[src/hdl/mcl_pkg.sv]
package mcl_pkg;

  // Field widths
  localparam int DIM_W   = 16;
  localparam int DEPTH_W = 12;
  localparam int LAYER_W = 12;
  localparam int REQ_W   = 5;
  localparam int IDX_W   = 4;
  localparam int OFF_W   = 48;
  localparam int BYTES_W = 5;
  localparam int BLK_W   = 4;

  // Chain limits; OFFSET_ALIGN must be a power of two
  localparam int MAX_LEVELS   = 16;
  localparam int LEVEL_CNT_W  = $clog2(MAX_LEVELS + 1);
  localparam int OFFSET_ALIGN = 16;

  // Input stream packing
  localparam int IN_DATA_W  = 64;
  localparam int IN_W_LSB   = 0;
  localparam int IN_H_LSB   = IN_W_LSB + DIM_W;
  localparam int IN_D_LSB   = IN_H_LSB + DIM_W;
  localparam int IN_L_LSB   = IN_D_LSB + DEPTH_W;
  localparam int IN_REQ_LSB = IN_L_LSB + LAYER_W;

  // Output stream packing
  localparam int OUT_DATA_W = 208;
  localparam int OUT_USER_W = 1;
  localparam int TOTAL_LSB  = IDX_W + OFF_W + 6 * DIM_W + DEPTH_W;

  // Configuration port
  localparam int APB_ADDR_W = 4;
  localparam int APB_DATA_W = 32;

  typedef enum logic [1:0] {
    REG_BLOCK_BYTES  = 2'd0,
    REG_BLOCK_WIDTH  = 2'd1,
    REG_BLOCK_HEIGHT = 2'd2
  } reg_idx_t;

  localparam logic [BYTES_W-1:0] BLOCK_BYTES_RST  = BYTES_W'(4);
  localparam logic [BLK_W-1:0]   BLOCK_WIDTH_RST  = BLK_W'(1);
  localparam logic [BLK_W-1:0]   BLOCK_HEIGHT_RST = BLK_W'(1);

endpackage

[src/hdl/mip_chain_layout_unit.sv]
// Per level: 17-step ceil divide for blocks across, 17 for blocks down (one shared
// radix-2 divider), 6 passes through one shared 49x16 multiplier, align, add, output load.
// A new texture (levels 1..16) is taken only in idle, once the last level of the previous
// one is loaded for output; an output stall holds the emit state.
// Reset (rst, synchronous, active high): idle, no result pending, block_bytes=4,
// block_width=1, block_height=1.
module mip_chain_layout_unit (
  input  logic                              clk,
  input  logic                              rst,
  // APB configuration
  input  logic                              psel,
  input  logic                              penable,
  input  logic                              pwrite,
  input  logic [mcl_pkg::APB_ADDR_W-1:0]    paddr,
  input  logic [mcl_pkg::APB_DATA_W-1:0]    pwdata,
  output logic [mcl_pkg::APB_DATA_W-1:0]    prdata,
  output logic                              pready,
  // texture description; low to high: base_width, base_height, base_depth,
  // layer_count, level_request, zero fill
  input  logic                              s_tvalid,
  output logic                              s_tready,
  input  logic [mcl_pkg::IN_DATA_W-1:0]     s_tdata,
  // level result; low to high: level_index, level_offset, blocks_across, blocks_down,
  // padded_row_texels, padded_height_texels, level_width, level_height, level_depth,
  // total_bytes
  output logic                              m_tvalid,
  input  logic                              m_tready,
  output logic [mcl_pkg::OUT_DATA_W-1:0]    m_tdata,
  // low to high: size_overflow
  output logic [mcl_pkg::OUT_USER_W-1:0]    m_tuser,
  output logic                              m_tlast
);
  import mcl_pkg::*;

  localparam int NUM_W  = DIM_W + 1;
  localparam int ACC_W  = OFF_W + 1;
  localparam int PROD_W = ACC_W + DIM_W;
  localparam int CNT_W  = $clog2(NUM_W);
  localparam logic [OFF_W-1:0] LIMIT    = {OFF_W{1'b1}};
  localparam logic [ACC_W-1:0] SIZE_SAT = ACC_W'(1) << OFF_W;
  localparam logic [ACC_W-1:0] ALIGN_M  = ACC_W'(OFFSET_ALIGN - 1);

  typedef enum logic [3:0] {
    S_IDLE, S_DIV_X, S_DIV_Y, S_MUL_PRX, S_MUL_PRY, S_MUL_XY,
    S_MUL_L, S_MUL_D, S_MUL_B, S_ALIGN, S_ADD, S_EMIT
  } state_t;

  state_t state;

  // configuration registers
  logic [BYTES_W-1:0] block_bytes;
  logic [BLK_W-1:0]   block_width;
  logic [BLK_W-1:0]   block_height;
  logic [BLK_W-1:0]   bw_eff;
  logic [BLK_W-1:0]   bh_eff;
  logic               cfg_wr;
  reg_idx_t           cfg_idx;

  // per-item / per-level working registers
  logic [DIM_W-1:0]       lvl_w, lvl_h;
  logic [DEPTH_W-1:0]     lvl_d;
  logic [LAYER_W-1:0]     layers;
  logic [LEVEL_CNT_W-1:0] levels;
  logic [IDX_W-1:0]       lv;
  logic [DIM_W-1:0]       blk_x, blk_y, pad_row, pad_ht;
  logic [ACC_W-1:0]       acc;
  logic [OFF_W-1:0]       off, lvl_off;
  logic                   ovf;

  // shared divider
  logic [NUM_W-1:0] div_n;
  logic [BLK_W-1:0] div_rem;
  logic [CNT_W-1:0] div_cnt;
  logic [BLK_W-1:0] div_dv;
  logic [BLK_W:0]   rem_sh;
  logic             div_ge;
  logic [BLK_W-1:0] rem_new;
  logic [NUM_W-1:0] n_new;

  // shared multiplier
  logic [ACC_W-1:0]  mul_a;
  logic [DIM_W-1:0]  mul_b;
  logic [PROD_W-1:0] prod;
  logic [ACC_W-1:0]  prod_sat48;
  logic [DIM_W-1:0]  prod_sat16;

  // input decode
  logic [DIM_W-1:0]       in_w, in_h;
  logic [DEPTH_W-1:0]     in_d;
  logic [REQ_W-1:0]       in_req;
  logic [DIM_W-1:0]       in_max;
  logic [LEVEL_CNT_W-1:0] bit_len;
  logic [REQ_W-1:0]       req_sel;
  logic [LEVEL_CNT_W-1:0] levels_in;

  // offset arithmetic
  logic [ACC_W-1:0] al_sum, al_val;
  logic [OFF_W+1:0] add_sum;
  logic             last;
  logic [DIM_W-1:0] w_half, h_half;
  logic [DEPTH_W-1:0] d_half;

  function automatic logic [DIM_W-1:0] half_one(input logic [DIM_W-1:0] v);
    logic [DIM_W-1:0] r;
    r = v >> 1;
    return (r == '0) ? DIM_W'(1) : r;
  endfunction

  function automatic logic [NUM_W-1:0] ceil_num(input logic [DIM_W-1:0] v,
                                                input logic [BLK_W-1:0] b);
    return {1'b0, v} + NUM_W'(b) - NUM_W'(1);
  endfunction

  // APB register file
  assign pready  = 1'b1;
  assign cfg_wr  = psel && penable && pwrite && pready;
  assign cfg_idx = reg_idx_t'(paddr[3:2]);

  always_ff @(posedge clk) begin
    if (rst) begin
      block_bytes  <= BLOCK_BYTES_RST;
      block_width  <= BLOCK_WIDTH_RST;
      block_height <= BLOCK_HEIGHT_RST;
    end else if (cfg_wr) begin
      case (cfg_idx)
        REG_BLOCK_BYTES:  block_bytes  <= pwdata[BYTES_W-1:0];
        REG_BLOCK_WIDTH:  block_width  <= pwdata[BLK_W-1:0];
        REG_BLOCK_HEIGHT: block_height <= pwdata[BLK_W-1:0];
        default: ;
      endcase
    end
  end

  always_comb begin
    case (cfg_idx)
      REG_BLOCK_BYTES:  prdata = APB_DATA_W'(block_bytes);
      REG_BLOCK_WIDTH:  prdata = APB_DATA_W'(block_width);
      REG_BLOCK_HEIGHT: prdata = APB_DATA_W'(block_height);
      default:          prdata = '0;
    endcase
  end

  assign bw_eff = (block_width  == '0) ? BLK_W'(1) : block_width;
  assign bh_eff = (block_height == '0) ? BLK_W'(1) : block_height;

  // input decode and level count
  assign in_w   = (s_tdata[IN_W_LSB +: DIM_W] == '0) ? DIM_W'(1) : s_tdata[IN_W_LSB +: DIM_W];
  assign in_h   = (s_tdata[IN_H_LSB +: DIM_W] == '0) ? DIM_W'(1) : s_tdata[IN_H_LSB +: DIM_W];
  assign in_d   = (s_tdata[IN_D_LSB +: DEPTH_W] == '0) ? DEPTH_W'(1)
                                                       : s_tdata[IN_D_LSB +: DEPTH_W];
  assign in_req = s_tdata[IN_REQ_LSB +: REQ_W];

  always_comb begin
    in_max = (in_w > in_h) ? in_w : in_h;
    if (DIM_W'(in_d) > in_max) in_max = DIM_W'(in_d);
  end

  always_comb begin
    bit_len = '0;
    for (int i = 0; i < DIM_W; i++) begin
      if (in_max[i]) bit_len = LEVEL_CNT_W'(i + 1);
    end
  end

  assign req_sel   = (in_req == '0) ? REQ_W'(bit_len) : in_req;
  assign levels_in = (req_sel > REQ_W'(MAX_LEVELS)) ? LEVEL_CNT_W'(MAX_LEVELS)
                                                    : LEVEL_CNT_W'(req_sel);

  // divider step: one quotient bit per cycle
  assign div_dv  = (state == S_DIV_Y) ? bh_eff : bw_eff;
  assign rem_sh  = {div_rem, div_n[NUM_W-1]};
  assign div_ge  = rem_sh >= {1'b0, div_dv};
  assign rem_new = div_ge ? BLK_W'(rem_sh - {1'b0, div_dv}) : rem_sh[BLK_W-1:0];
  assign n_new   = {div_n[NUM_W-2:0], div_ge};

  // multiplier operand select
  always_comb begin
    case (state)
      S_MUL_PRX: begin mul_a = ACC_W'(blk_x); mul_b = DIM_W'(bw_eff);      end
      S_MUL_PRY: begin mul_a = ACC_W'(blk_y); mul_b = DIM_W'(bh_eff);      end
      S_MUL_XY:  begin mul_a = ACC_W'(blk_x); mul_b = blk_y;               end
      S_MUL_L:   begin mul_a = acc;           mul_b = DIM_W'(layers);      end
      S_MUL_D:   begin mul_a = acc;           mul_b = DIM_W'(lvl_d);       end
      S_MUL_B:   begin mul_a = acc;           mul_b = DIM_W'(block_bytes); end
      default:   begin mul_a = acc;           mul_b = '0;                  end
    endcase
  end

  assign prod       = PROD_W'(mul_a) * PROD_W'(mul_b);
  // anything at or above 2^48 overflows the offset anyway
  assign prod_sat48 = (|prod[PROD_W-1:OFF_W]) ? SIZE_SAT : prod[ACC_W-1:0];
  assign prod_sat16 = (|prod[PROD_W-1:DIM_W]) ? {DIM_W{1'b1}} : prod[DIM_W-1:0];

  // offset alignment and accumulate
  assign al_sum  = {1'b0, off} + ALIGN_M;
  assign al_val  = al_sum & ~ALIGN_M;
  assign add_sum = {2'b00, off} + {1'b0, acc};
  assign last    = ({1'b0, lv} + (IDX_W + 1)'(1)) == (IDX_W + 1)'(levels);

  assign w_half = half_one(lvl_w);
  assign h_half = half_one(lvl_h);
  assign d_half = DEPTH_W'(half_one(DIM_W'(lvl_d)));

  assign s_tready = (state == S_IDLE);

  // sequencer
  always_ff @(posedge clk) begin
    if (rst) begin
      state    <= S_IDLE;
      m_tvalid <= 1'b0;
    end else begin
      // the emit state sets the valid flag itself
      if (m_tvalid && m_tready && state != S_EMIT) m_tvalid <= 1'b0;

      case (state)
        S_IDLE: begin
          if (s_tvalid) begin
            lvl_w   <= in_w;
            lvl_h   <= in_h;
            lvl_d   <= in_d;
            layers  <= s_tdata[IN_L_LSB +: LAYER_W];
            levels  <= levels_in;
            lv      <= '0;
            off     <= '0;
            ovf     <= 1'b0;
            div_n   <= ceil_num(in_w, bw_eff);
            div_rem <= '0;
            div_cnt <= '0;
            state   <= S_DIV_X;
          end
        end
        S_DIV_X: begin
          if (div_cnt == CNT_W'(NUM_W - 1)) begin
            blk_x   <= n_new[DIM_W-1:0];
            div_n   <= ceil_num(lvl_h, bh_eff);
            div_rem <= '0;
            div_cnt <= '0;
            state   <= S_DIV_Y;
          end else begin
            div_n   <= n_new;
            div_rem <= rem_new;
            div_cnt <= div_cnt + CNT_W'(1);
          end
        end
        S_DIV_Y: begin
          div_n   <= n_new;
          div_rem <= rem_new;
          div_cnt <= div_cnt + CNT_W'(1);
          if (div_cnt == CNT_W'(NUM_W - 1)) begin
            blk_y <= n_new[DIM_W-1:0];
            state <= S_MUL_PRX;
          end
        end
        S_MUL_PRX: begin
          pad_row <= prod_sat16;
          state   <= S_MUL_PRY;
        end
        S_MUL_PRY: begin
          pad_ht <= prod_sat16;
          state  <= S_MUL_XY;
        end
        S_MUL_XY: begin
          acc   <= prod_sat48;
          state <= S_MUL_L;
        end
        S_MUL_L: begin
          acc   <= prod_sat48;
          state <= S_MUL_D;
        end
        S_MUL_D: begin
          acc   <= prod_sat48;
          state <= S_MUL_B;
        end
        S_MUL_B: begin
          acc   <= prod_sat48;
          state <= S_ALIGN;
        end
        S_ALIGN: begin
          if (al_val[OFF_W]) begin
            off     <= LIMIT;
            lvl_off <= LIMIT;
            ovf     <= 1'b1;
          end else begin
            off     <= al_val[OFF_W-1:0];
            lvl_off <= al_val[OFF_W-1:0];
          end
          state <= S_ADD;
        end
        S_ADD: begin
          if (|add_sum[OFF_W+1:OFF_W]) begin
            off <= LIMIT;
            ovf <= 1'b1;
          end else begin
            off <= add_sum[OFF_W-1:0];
          end
          state <= S_EMIT;
        end
        S_EMIT: begin
          // load the output register once the previous transfer has gone
          if (!m_tvalid || m_tready) begin
            m_tdata  <= {(last ? off : {OFF_W{1'b0}}), lvl_d, lvl_h, lvl_w,
                         pad_ht, pad_row, blk_y, blk_x, lvl_off, lv};
            m_tuser  <= OUT_USER_W'(ovf);
            m_tlast  <= last;
            m_tvalid <= 1'b1;
            if (last) begin
              state <= S_IDLE;
            end else begin
              lv      <= lv + IDX_W'(1);
              lvl_w   <= w_half;
              lvl_h   <= h_half;
              lvl_d   <= d_half;
              div_n   <= ceil_num(w_half, bw_eff);
              div_rem <= '0;
              div_cnt <= '0;
              state   <= S_DIV_X;
            end
          end
        end
        default: state <= S_IDLE;
      endcase
    end
  end

endmodule

[config.mk]
export PLATFORM = sky130hd
export DESIGN_NAME = mip_chain_layout_unit
export DESIGN_NICKNAME = d
export VERILOG_FILES = /design/src/hdl/mcl_pkg.sv /design/src/hdl/mip_chain_layout_unit.sv
export SDC_FILE = /design/constraint.sdc
export NUM_CORES = 2
export LEC_CHECK = 0
export BUFFER_PORTS_ARGS = -buffer_cell sky130_fd_sc_hd__buf_2
export CAP_MARGIN = 20
export CORE_ASPECT_RATIO = 1.25
export CORE_MARGIN = 4
export CORE_UTILIZATION = 45
export CTS_BUF_LIST = sky130_fd_sc_hd__clkbuf_4 sky130_fd_sc_hd__clkbuf_8
export DETAILED_ROUTE_END_ITERATION = 6
export SLEW_MARGIN = 20
export SYNTH_ARGS = -nofsm -noshare
export SYNTH_HDL_FRONTEND = slang
export SYNTH_SLANG_ARGS = --single-unit
[constraint.sdc]
create_clock -name clk -period 22 [get_ports clk]
set_input_delay 3.3 -clock clk [delete_from_list [all_inputs] [get_ports clk]]
set_output_delay 3.3 -clock clk [all_outputs]
set_load 0.005 [all_outputs]
## Word-level counts from Yosys, hierarchy flattened

Index checks and enable logic that the tools add are counted.

- Logic and storage cells: 188
- Register bits after elaboration: 529
- Input bits: 107

- Reductions and logical operators: 41
- Add/subtract/negate cells: 12
- Bitwise logic cells: 1
- Muxes and demuxes: 80
- Multiply operators: 1
- Order comparisons: 4
- Eq/ne operators: 23

Operators with widths:

| operator | count |
|---|---|
| $mux W16 | 11 |
| $mux W48 | 3 |
| $pmux W48 S3 | 1 |
| $mux W5 | 20 |
| $pmux W49 S2 | 1 |
| $pmux W16 S6 | 1 |
| $logic_not A16 Y1 | 5 |
| $mux W17 | 4 |
| $pmux W17 S4 | 1 |
| $mul A49 B16 Y65 | 1 |
| $pmux W16 S2 | 2 |
| $mux W4 | 14 |
| $add A48 B49 Y50 | 1 |
| $add A48 B4 Y49 const B | 1 |
| $reduce_or A49 Y1 | 1 |
| $mux W12 | 4 |
| $pmux W4 S12 | 1 |
| $add A16 B4 Y17 | 2 |
| $sub A17 B1 Y17 const B | 2 |
| $mux W15 | 2 |
| $pmux W12 S2 | 1 |
| $pmux W5 S4 | 1 |
| $reduce_or A17 Y1 | 1 |
| $sub A16 B1 Y17 const B | 1 |
| other kinds (43) | 80 |

## Longest topological paths before layout

- Word-level depth: 24
- Mapped depth: 35

## Worst setup path after synthesis

Ideal clock, no wire load.

- Path kind: in2reg
- Start: in rst
- End: reg m_tdata[0] (netlist bit), enable pin
- Cell stages on the path: 2
- Slack: 3501 ps
- Arrival time: 17472 ps
- Data required time: 20972 ps
- Cell sequence: clkbuf_1 nor3_1

- Longest elaborated chain between the ends: 2

RTL lines:

| element | RTL line | text |
|---|---|---|
| start: declaration | mip_chain_layout_unit.sv:9 | `input logic rst,` |
| $not A1 Y1 (no source line) | - |  |
| $reduce_and A3 Y1 (no source line) | - |  |
| end signal: assignment | mip_chain_layout_unit.sv:301 | `m_tdata <= {(last ? off : {OFF_W{1'b0}}), lvl_d, lvl_h, lvl_w,` |
| end: declaration | mip_chain_layout_unit.sv:28 | `output logic [mcl_pkg::OUT_DATA_W-1:0] m_tdata,` |

Every way passes these cells.
A chain may end at the register's enable or synchronous reset.

## Final worst setup path

- Start: reg state[2]
- End: reg pad_row[11] (data pin)

- Longest elaborated chain between the ends: 6
- Elaborated cells on any way between the ends: 12

RTL lines:

| element | RTL line | text |
|---|---|---|
| start: declaration | mip_chain_layout_unit.sv:48 | `state_t state;` |
| start signal: assignment | mip_chain_layout_unit.sv:209 | `state <= S_IDLE;` |
| start signal: assignment | mip_chain_layout_unit.sv:229 | `state <= S_DIV_X;` |
| start signal: assignment | mip_chain_layout_unit.sv:238 | `state <= S_DIV_Y;` |
| $eq A4 B3 Y1 or $eq A4 B2 Y1 (tied branches) | mip_chain_layout_unit.sv:178 | `case (state)` |
| $reduce_or A2 Y1 (no source line) | - |  |
| $pmux W49 S2 | mip_chain_layout_unit.sv:178 |  |
| $mul A49 B16 Y65 (*) | mip_chain_layout_unit.sv:189 | `assign prod = PROD_W'(mul_a) * PROD_W'(mul_b);` |
| $reduce_or A49 Y1 | mip_chain_layout_unit.sv:192 | `assign prod_sat16 = (\|prod[PROD_W-1:DIM_W]) ? {DIM_W{1'b1}} : prod[DIM_W-1:0];` |
| $mux W16 (*) | mip_chain_layout_unit.sv:192 |  |
| via prod_sat16[11] | mip_chain_layout_unit.sv:85 | `logic [DIM_W-1:0] prod_sat16;` |
| end signal: assignment | mip_chain_layout_unit.sv:255 | `pad_row <= prod_sat16;` |
| end: declaration | mip_chain_layout_unit.sv:65 | `logic [DIM_W-1:0] blk_x, blk_y, pad_row, pad_ht;` |

The timed path passes the listed nets; every way through them passes the cells marked *.

==> metrics.csv <==
stage,metric,value,unit
status,status,finished clean,
layout,fillers,10600,
floorplan,core area,0.1133,mm2
pwr,Total Power,3.179,mW
layout,Final nets,6578,
cts,TritonCTS buffer count,88,
cts,Worst-Skew Late Latency,0.79,ns
critical_path,critical-path maximum fanout,82,
global_routing,GRT Total Usage,25.27,%
critical_path,crit-path most repeated cell,fa_1,
sta,Slew @ Worst Pin,1.222,ns
sta,post-route clock period utilization,50.48,%
layout,Syn-to-layout area delta,10.31,%
place,I/O Buffers,291,
synthesis,yosys warns,0,
synthesis,Syn Inst Count,5200,
sta,max frequency,0.09005,GHz
synthesis,register area share after synthesis,30.25,%
critical_path,CP required,22.46,ns
sta,Final min period,11.10,ns
critical_path,WS Path Type,reg2reg,
cts,CTS tree,yes,
sta,Final Hold Slack,0.4147,ns
sta,Final Setup Violations,0,
routing,final wirelength,148.6,mm
critical_path,Worst Setup End Kind,flip-flop,
layout,Non-Filler Instances,7068,
run,max cap viols,0,
place,dpl cells,6893,
sta,Fin. Hold Viols,0,
routing,Via density,5.433,
routing,Pre-antenna DRT Iters,5,
cts,Worst-path clk slew,0.06,ns
critical_path,CP Data Arrival Time,11.56,ns
critical_path,CP max stage delay,0.87,ns
cts,cts hold-fix bufs,0,
global_routing,antenna violations before repair,7,
global_routing,largest net degree at the start of global routing,146,
routing,DR vias,38400,
place,Placer Congestion,0.9264,
layout,design area,0.05662,mm2
layout,Util after Layout,49.98,%
sta,min setup slack post-route,10.90,ns
worst_hold_path,Worst Hold Class,reg2reg,
floorplan,height of the die,385.6,um
synthesis,"Cell Area, Synth",0.05132,mm2
global_routing,vias in the first global route,40130,
place,post-DP HPWL,116.5,mm
cts,clk sinks,523,
place,Placed Area,0.05463,mm2
cts,postcts setup bufs,0,
sta,Layout Skew,0.08389,ns
cts,H-Tree Depth,3,
pwr,PD cells,56.14,mW/mm2
cts,maximum clock insertion buffer count,3,
pwr,Max VDD drop,0.00004595,V
floorplan,Top Ports,352,
place,pre-CTS setup slack,11.01,ns
routing,number of DRC markers in iteration 0,2454,
critical_path,CP max-delay cell,a221o_1,
routing,drt wl/cell,21.03,um
sta,Slew HR,18.53,%
synthesis,flop and latch count out of synthesis,523,
synthesis,number of synthesized flops with an enable pin,505,
floorplan,die footprint,0.1196,mm2
synthesis,"Avg Cell Area, Syn",9.870,um2
routing,Post-DRT Antenna Nets,0,
synthesis,"Async S/R FF share, synth",0,%
pwr,Leak,25.69,nW
layout,share of cells above drive strength 1,10.36,%
cts,Post-CTS Resized,0,
cts,Root Driver,clkbuf_8,
routing,DRC violation count after routing,0,
synthesis,post-synth cell types,93,
floorplan,Die X,310.1,um
global_routing,first-pass GRT wire length,231.1,mm
floorplan,Initial Util,45.31,%
synthesis,Main synth FF type,edfxtp_1,
floorplan,FP Rows,138,
sta,Post-Route Setup TNS,0,ns
sta,"Slew Viols, Final",0,
sta,RSZ-0062 raised after global routing,false,
critical_path,critical path startpoint category,flip-flop,
global_routing,"Remaining Overflow, GRT",0,
critical path, delay by kind of cell (launching register included):
kind            cells  cell delay, ns
buf+inv             9            1.75
flops               1            0.81
fa+ha+maj           7            3.45
compound gates      6            2.54
xor+xnor            1            0.21
simple gates        9            1.95
cell usage in the layout, fill, tap and decap left out, drive strengths merged, types with 15 or more instances in the layout:
cell type,n
dfxtp,18
xnor2,106
nor2,396
edfxtp,505
a31oi,36
conb,160
o21bai,18
a21oi,188
buf,349
o21ai,142
nand2b,25
nand3,84
and3,44
nand4,45
o211ai,29
and2,101
and4,15
inv,860
nor2b,42
a211oi,20
fa,661
mux2i,25
ha,293
clkbuf,123
a22oi,25
a221o,59
xor2,65
a21o,103
nor3,37
o21a,23
nand2,714
a221oi,19
clkinv,30
nor4,24
power by group:
group          total (mW)  internal, mW  switching [mW]  leakage, nW
Combinational        1.08         0.412           0.668         19.9
Sequential           1.14          1.11          0.0248         4.74
Clock               0.959         0.530           0.429         1.01
Total                3.18          2.06            1.12         25.7
final cells by class:
type / count / area (um2) / share of cell area [%]
Timing Repair Buffer: 351 / 1927 / 3.403
Sequential cell: 523 / 15520 / 27.42
Inverter: 857 / 3217 / 5.682
Multi-Input combinational cell: 3696 / 32160 / 56.81
Clock inverter: 42 / 429.2 / 0.7580
Tap cell: 1470 / 1839 / 3.249
Antenna cell: 8 / 20.02 / 0.03536
Clock buffer: 121 / 1496 / 2.643
flip-flops by register name (all words and copies together), names as in the netlist, 17 cells and up:
register	flops
lvl_off	45
m_tdata	205
div_n	17
off	48
acc	49
cells by family (layout without fill, tap and decap cells):
group                    after synthesis  in the layout  share of synthesized area (%)
AND/OR/NAND/NOR                     1591           1591                          13.99
buffers and inverters               1139           1371                          8.645
adder cells (fa/ha/maj)              954            954                          32.93
AO/OA/AOI/OAI                        781            781                          10.46
flip-flops                           523            523                          30.25
XOR/XNOR                             171            171                          2.918
multiplexers                          39             39                         0.7948
other                                  2            168                        0.01463
routing by layer:
metal	GRT usage, %	part of all wire (%)
met2	44.86	51
met1	29.91	38
met3	4.484	6.4
met5	0	0.012
met4	11.23	4.8
cell usage after synthesis, drive strengths merged (8+ instances only):
cell type  count  area (um2)
nor2         396        1486
inv          857        3217
a221oi        19       166.4
nand2        714        2683
or2           13       81.33
a211o          9       78.83
a41oi         10       102.6
o21a          23       172.7
nor3b          9       67.56
buf           77       449.2
and3          44       280.3
ha           293        3666
mux2          14       157.7
xor2          65       569.3
and2         101       631.9
a22oi         25       187.7
o21bai        18       135.1
clkbuf       205       770.7
a21oi        188       940.9
dfxtp         18       360.4
nand4         45       287.8
nor3          37       185.2
or3b          10       87.58
o31ai         11       82.58
a31oi         36       225.2
nand3b         8       60.06
mux2i         25       250.2
nor2b         42       265.3
and4          15       131.4
or3           14       87.58
a211oi        20       167.7
edfxtp       505       15160
fa           661       13230
nand3         84       420.4
o21ai        142       714.4
xnor2        106       928.4
o2111ai        9       78.83
a221o         59       590.6
o22ai         12       75.07
a21o         103       773.2
nor4          24       162.7
nand2b        25       156.4
o211ai        29       227.7
worst paths after layout:
kind | startpoint | cells after the start | slack (ns) | to
setup / recovery | state[2] | 32 | 10.90 | pad_row[11]
setup reg to reg | state[2] | 32 | 10.90 | pad_row[11]
hold reg to reg | lvl_off[23] | 0 | 0.41 | m_tdata[27]
hold / removal | lvl_off[23] | 0 | 0.41 | m_tdata[27]
(Power assumes the default switching activity.)
